`config.mk`:
```
export PLATFORM = sky130hd
export DESIGN_NAME = cdwa_front
export DESIGN_NICKNAME = d
export VERILOG_FILES = /design/src/sv/cdwa_pkg.sv /design/src/sv/cdwa_front.sv
export SDC_FILE = /design/constraint.sdc
export NUM_CORES = 1
export LEC_CHECK = 0
export BUFFER_PORTS_ARGS = -buffer_cell sky130_fd_sc_hd__buf_2
export CORE_MARGIN = 4
export CORE_UTILIZATION = 40
export DETAILED_ROUTE_END_ITERATION = 8
export GPL_TIMING_DRIVEN = 0
export PLACE_DENSITY = 0.69
export SYNTH_ARGS = -nofsm -noshare
export SYNTH_HDL_FRONTEND = slang
export SYNTH_SLANG_ARGS = --single-unit
```
`constraint.sdc`:
```
create_clock -name aclk -period 11.1 [get_ports aclk]
set_input_delay 2.22 -clock aclk [delete_from_list [all_inputs] [get_ports aclk]]
set_output_delay 2.22 -clock aclk [all_outputs]
set_load 0.01 [all_outputs]
```
`src/sv/cdwa_pkg.sv`:
```
// Shared types and constants for the Collatz deficit window analyzer.
`timescale 1ns / 1ps
package cdwa_pkg;
    localparam logic [63:0] OVF_LIMIT = 64'h5555_5555_5555_5554;
    localparam int DW = 17;
    localparam int CW = 17;
    typedef struct packed {
        logic [CW-1:0] stop;
        logic [CW-1:0] after_cnt;
        logic [CW-1:0] pair_cnt;
        logic signed [DW-1:0] peak;
    } walk_res_t;
endpackage

```
`src/sv/cdwa_front.sv`:
```
// Front end: trajectory walk, deficit writes, danger counts.
`timescale 1ns / 1ps
module cdwa_front #(
    parameter int MAX_STEPS = 10000,
    parameter int AW = 14
) (
    input  logic aclk,
    input  logic aresetn,
    input  logic in_valid,
    output logic in_ready,
    input  logic [62:0] start_value,
    input  logic mem_busy,
    output logic we,
    output logic [AW-1:0] waddr,
    output logic signed [cdwa_pkg::DW-1:0] wdata,
    output logic res_valid,
    output cdwa_pkg::walk_res_t res,
    input  logic res_ready
);
    typedef enum logic [1:0] {S_IDLE, S_WALK, S_DONE} st_t;
    st_t st_reg;
    logic [63:0] x_reg;
    logic [cdwa_pkg::CW-1:0] t_reg, odd_reg, ac_reg, pc_reg;
    logic [1:0] pd_reg;
    logic signed [cdwa_pkg::DW-1:0] pk_reg;
    logic [63:0] nx;
    logic danger, stop_now;
    logic signed [cdwa_pkg::DW-1:0] dnew;
    logic [cdwa_pkg::CW-1:0] oddn;

    assign nx = 64'(3 * x_reg + 64'd1);
    assign danger = nx[1:0] == 2'b10;
    assign stop_now = (t_reg == cdwa_pkg::CW'(MAX_STEPS)) ||
        (x_reg == 64'd1 && t_reg != '0) || (x_reg[0] && x_reg > cdwa_pkg::OVF_LIMIT);
    assign oddn = odd_reg + cdwa_pkg::CW'(x_reg[0]);
    assign dnew = cdwa_pkg::DW'($signed({1'b0, oddn}) * 3 -
        $signed({1'b0, t_reg + cdwa_pkg::CW'(1)}));
    assign in_ready = st_reg == S_IDLE && !mem_busy;
    assign we = (in_valid && in_ready) || (st_reg == S_WALK && !stop_now);
    assign waddr = st_reg == S_IDLE ? '0 : AW'(t_reg + cdwa_pkg::CW'(1));
    assign wdata = st_reg == S_IDLE ? '0 : dnew;
    assign res_valid = st_reg == S_DONE;
    assign res = '{stop: t_reg, after_cnt: ac_reg, pair_cnt: pc_reg, peak: pk_reg};

    always_ff @(posedge aclk) begin
        if (!aresetn) begin
            st_reg <= S_IDLE;
        end else begin
            case (st_reg)
                S_IDLE: if (in_valid && in_ready) begin
                    st_reg <= S_WALK;
                    x_reg <= {1'b0, start_value};
                    t_reg <= '0; odd_reg <= '0; ac_reg <= '0; pc_reg <= '0;
                    pd_reg <= 2'd0; pk_reg <= '0;
                end
                S_WALK: if (stop_now) begin
                    st_reg <= S_DONE;
                end else begin
                    t_reg <= t_reg + cdwa_pkg::CW'(1);
                    odd_reg <= oddn;
                    if (dnew > pk_reg) pk_reg <= dnew;
                    if (x_reg[0]) begin
                        x_reg <= nx;
                        if (pd_reg == 2'd2) begin
                            ac_reg <= ac_reg + cdwa_pkg::CW'(1);
                            if (danger) pc_reg <= pc_reg + cdwa_pkg::CW'(1);
                        end
                        pd_reg <= danger ? 2'd2 : 2'd1;
                    end else begin
                        x_reg <= x_reg >> 1;
                    end
                end
                S_DONE: if (res_ready) st_reg <= S_IDLE;
                default: st_reg <= S_IDLE;
            endcase
        end
    end
`ifndef ASSERT_OFF
    a_cnt: assert property (@(posedge aclk) disable iff (!aresetn)
        st_reg == S_DONE |-> pc_reg <= ac_reg) else $error("pair>after");
    a_t: assert property (@(posedge aclk) disable iff (!aresetn)
        st_reg == S_WALK |-> t_reg <= cdwa_pkg::CW'(MAX_STEPS)) else $error("t over");
    a_hold: assert property (@(posedge aclk) disable iff (!aresetn)
        st_reg == S_DONE && !res_ready |=> st_reg == S_DONE) else $error("drop");
`endif
endmodule

```
==> flow_summary.json <==
{
  "status": "complete, no violations",
  "arrival_ps": 5040,
  "hold_path_class": "reg2reg",
  "fin_nets": 2083,
  "cts_hold_buf": 0,
  "min-delay-start": "pc_reg[0]",
  "power.switching_uw": 727,
  "rows": 68,
  "numCtsBuffers": 17,
  "ys_async_sr_fraction": 0,
  "clock_latency_ps": 450,
  "synth_top_family_by_area": "simple AND/OR/NAND/NOR gates",
  "netlist.area_leader.share": 0.322,
  "wl_met3_mm": 2.30,
  "hold_viol_final": 0,
  "grt_remaining_overflow": 0,
  "cp_max_fo": 10,
  "drv_cap": 0,
  "coreArea_sq_mm": 0.0346,
  "synthFlopType": "edfxtp_1",
  "synth_seq_cells": 153,
  "initial_core_util": 0.407,
  "synth_fa_ha_area_frac": 0.173,
  "io-pin-count": 170,
  "hold_path_depth": 1,
  "post-cts-setup-buffers": 0,
  "crit_slowest_cell": "edfxtp_1",
  "min_period_ps": 7260,
  "place_area_sq_mm": 0.0155,
  "tritoncts": "done",
  "drc": 0,
  "met1_length_mm": 18.8,
  "synth-edff-count": 151,
  "grt_setup_unrepaired": "false",
  "avgSynthCellArea_sq_um": 8.59,
  "start_kind": "register",
  "synth.largest_area_cell": "edfxtp_1",
  "synthCells": 1640,
  "post_cts_resized": 0,
  "portBuffers": 169,
  "holdWs_ps": 632,
  "fin_setup_tns_ps": 0,
  "dp_hpwl_mm": 32.5,
  "area_growth_pct": 14.9,
  "fmaxAchievable_mhz": 138,
  "dr_wl_met2_mm": 19.5,
  "stdcell_count": 2297,
  "yosys.cell_types.count": 66,
  "finalSetupViolations": 0,
  "via_count": 12500,
  "synth-xor-area-share": 0.0833,
  "p_leak_nw": 7.34,
  "die-area_sq_mm": 0.0383,
  "min_period_over_period": 0.654,
  "track_usage": 0.215,
  "required_ps": 8880,
  "clkPwrFrac": 0.321,
  "topRoutingLayerUsed": "met4",
  "dp_cells": 2265,
  "fin_area_sq_mm": 0.0162,
  "antenna_found_initial": 0,
  "drive_above_1_share": 0.126,
  "power.internal_mw": 1.35,
  "n_fill_cell": 3344,
  "die_w_um": 196,
  "vias_per_cell": 5.44,
  "largest_reg_flops": 63,
  "grt_pass1_vias": 12300,
  "drt_iter0_drc": 742,
  "grt_max_degree": 53,
  "synth.area.mux_share": 0.0163,
  "synth_compound_area_frac": 0.169,
  "root_buffer": "clkbuf_16",
  "power_density_mw_per_mm2": 129,
  "reg2regPathDepth": 23,
  "tightest_slew_ps": 1030,
  "maxSlewViolCount": 0,
  "r2r-start": "x_reg[0]",
  "drtAntennaViolNets": 0,
  "die_y_um": 196,
  "wl_per_cell_um": 18.2,
  "holdPathEnd": "pc_reg[0]",
  "synthesis.area_sq_mm": 0.0141,
  "antennaDiodeCount": 0,
  "grt_pass1_wl_mm": 66.0,
  "wl_mm": 41.7,
  "crit_type": "reg2out",
  "dr.pass1.iters": 5,
  "crit_chain": "ha_1, ha_1, xnor2_1, inv_1, fa_1, ha_1, nor2b_1, o21ai_0, a21oi_1, o21ai_0, a21oi_1, o2111ai_1, a31oi_1, a21o_1, a21oi_1, xor2_1, nor2_1, buf_2",
  "place_congestion": 0.937,
  "slew_headroom": 0.312,
  "skew_ps": 14.2,
  "p_comb_frac": 0.333,
  "endpoint_kind": "output port",
  "clock_sinks": 153,
  "synth_nets": 1894,
  "reg2reg_to": "pk_reg[1]",
  "synthTopCellsByArea": "edfxtp_1 (32%), ha_1 (15%), a21oi_1 (5.0%), nor2_1 (5.0%), xnor2_1 (4.2%)",
  "path_clk_slew_ps": 70,
  "ir_worst_vdd_mv": 0.111,
  "ys_seq_area_frac": 0.325,
  "clk_path_buf_depth": 2,
  "r2r_slack_ps": 4560,
  "p_seq_frac": 0.346,
  "h-tree-depth": 4,
  "switching_share": 0.349,
  "power_mw": 2.08,
  "cp_slowest_stage_delay_ps": 580,
  "ys_warn_count": 0,
  "synthSimpleGateAreaFrac": 0.175
}
routing by layer:
metal | global-route usage | up-vias
li1 | - | 6101
met1 | 0.291 | 5928
met2 | 0.359 | 387
met3 | 0.0292 | 69
met4 | 0.0683 | 0
met5 | 0 | -
per-stage QoR:
| step | worst slack, ps | util |
|---|---|---|
| floorplan | 5050 | - |
| global placement | 4290 | 0.448 |
| detailed placement | 4140 | 0.449 |
| CTS | 3780 | 0.467 |
| global route | 3500 | 0.468 |
| finish | 3840 | 0.468 |
worst max-delay path by stage:
stage                         from  cells after the start  slack (ps)        end
after floorplan           x_reg[0]                     17        5050  wdata[15]
after global placement    x_reg[0]                     23        4290  pk_reg[2]
after detailed placement  x_reg[0]                     23        4140  pk_reg[3]
after CTS                 x_reg[0]                     18        3780  wdata[15]
after global routing      x_reg[0]                     18        3500  wdata[15]
final                     x_reg[0]                     18        3840  wdata[15]
synth_stat cells, types with 39 or more instances:
| master | number |
|---|---|
| nor2_1 | 186 |
| ha_1 | 172 |
| nand3_1 | 45 |
| o21ai_0 | 99 |
| xor2_1 | 67 |
| a21oi_1 | 141 |
| a21o_1 | 56 |
| nand2_1 | 143 |
| edfxtp_1 | 151 |
| inv_1 | 155 |
| nand4_1 | 39 |
| xnor2_1 | 67 |
kinds of logic (layout without fill, tap and decap cells):
group                      Yosys count  count (layout)
muxes                               23              23
adders and majority gates          186             186
buffers and inverters              215             417
xor gates and xnor gates           134             134
and+or+nand+nor                    535             535
AOI/OAI and AO/OA                  394             394
DFF                                153             153
placed cells by master, fill, tap and decap left out, types with 56 or more instances in the layout:
cell type / Yosys / routed
edfxtp_1: 151 / 151
ha_1: 172 / 172
xor2_1: 67 / 67
xnor2_1: 67 / 67
buf_2: 10 / 179
inv_1: 155 / 155
nor2_1: 186 / 186
a21oi_1: 141 / 141
a21o_1: 56 / 56
nand2_1: 143 / 143
o21ai_0: 99 / 99
area by class of cell:
class	instances	area, sq um	share of cell area
sequential	153	4570	0.282
timing repair buffer	170	873	0.0539
tap	455	569	0.0352
inverter	156	586	0.0362
clock buffer	19	433	0.0267
clock inverter	13	214	0.0132
multi-input combinational	1272	8700	0.537
buffer	59	241	0.0149
power groups by stage:
stage,clock (mW),combinational [mW],sequential (mW)
3_5_place_dp,0,0.685,0.732
2_1_floorplan,0,0.486,0.728
3_3_place_gp,0,0.669,0.732
6_report,0.668,0.694,0.720
5_1_grt,0.701,0.783,0.725
4_1_cts,0.680,0.692,0.720
worst max-delay path: cells and delay by family (launching register included):
kind	cells	cell delay, ps
xor gates and xnor gates	2	650
AOI/OAI and AO/OA	8	1490
adders and majority gates	4	1360
DFF	1	580
and+or+nand+nor	2	200
buffers and inverters	2	280
Note: power is estimated with default switching activity, not from simulation.
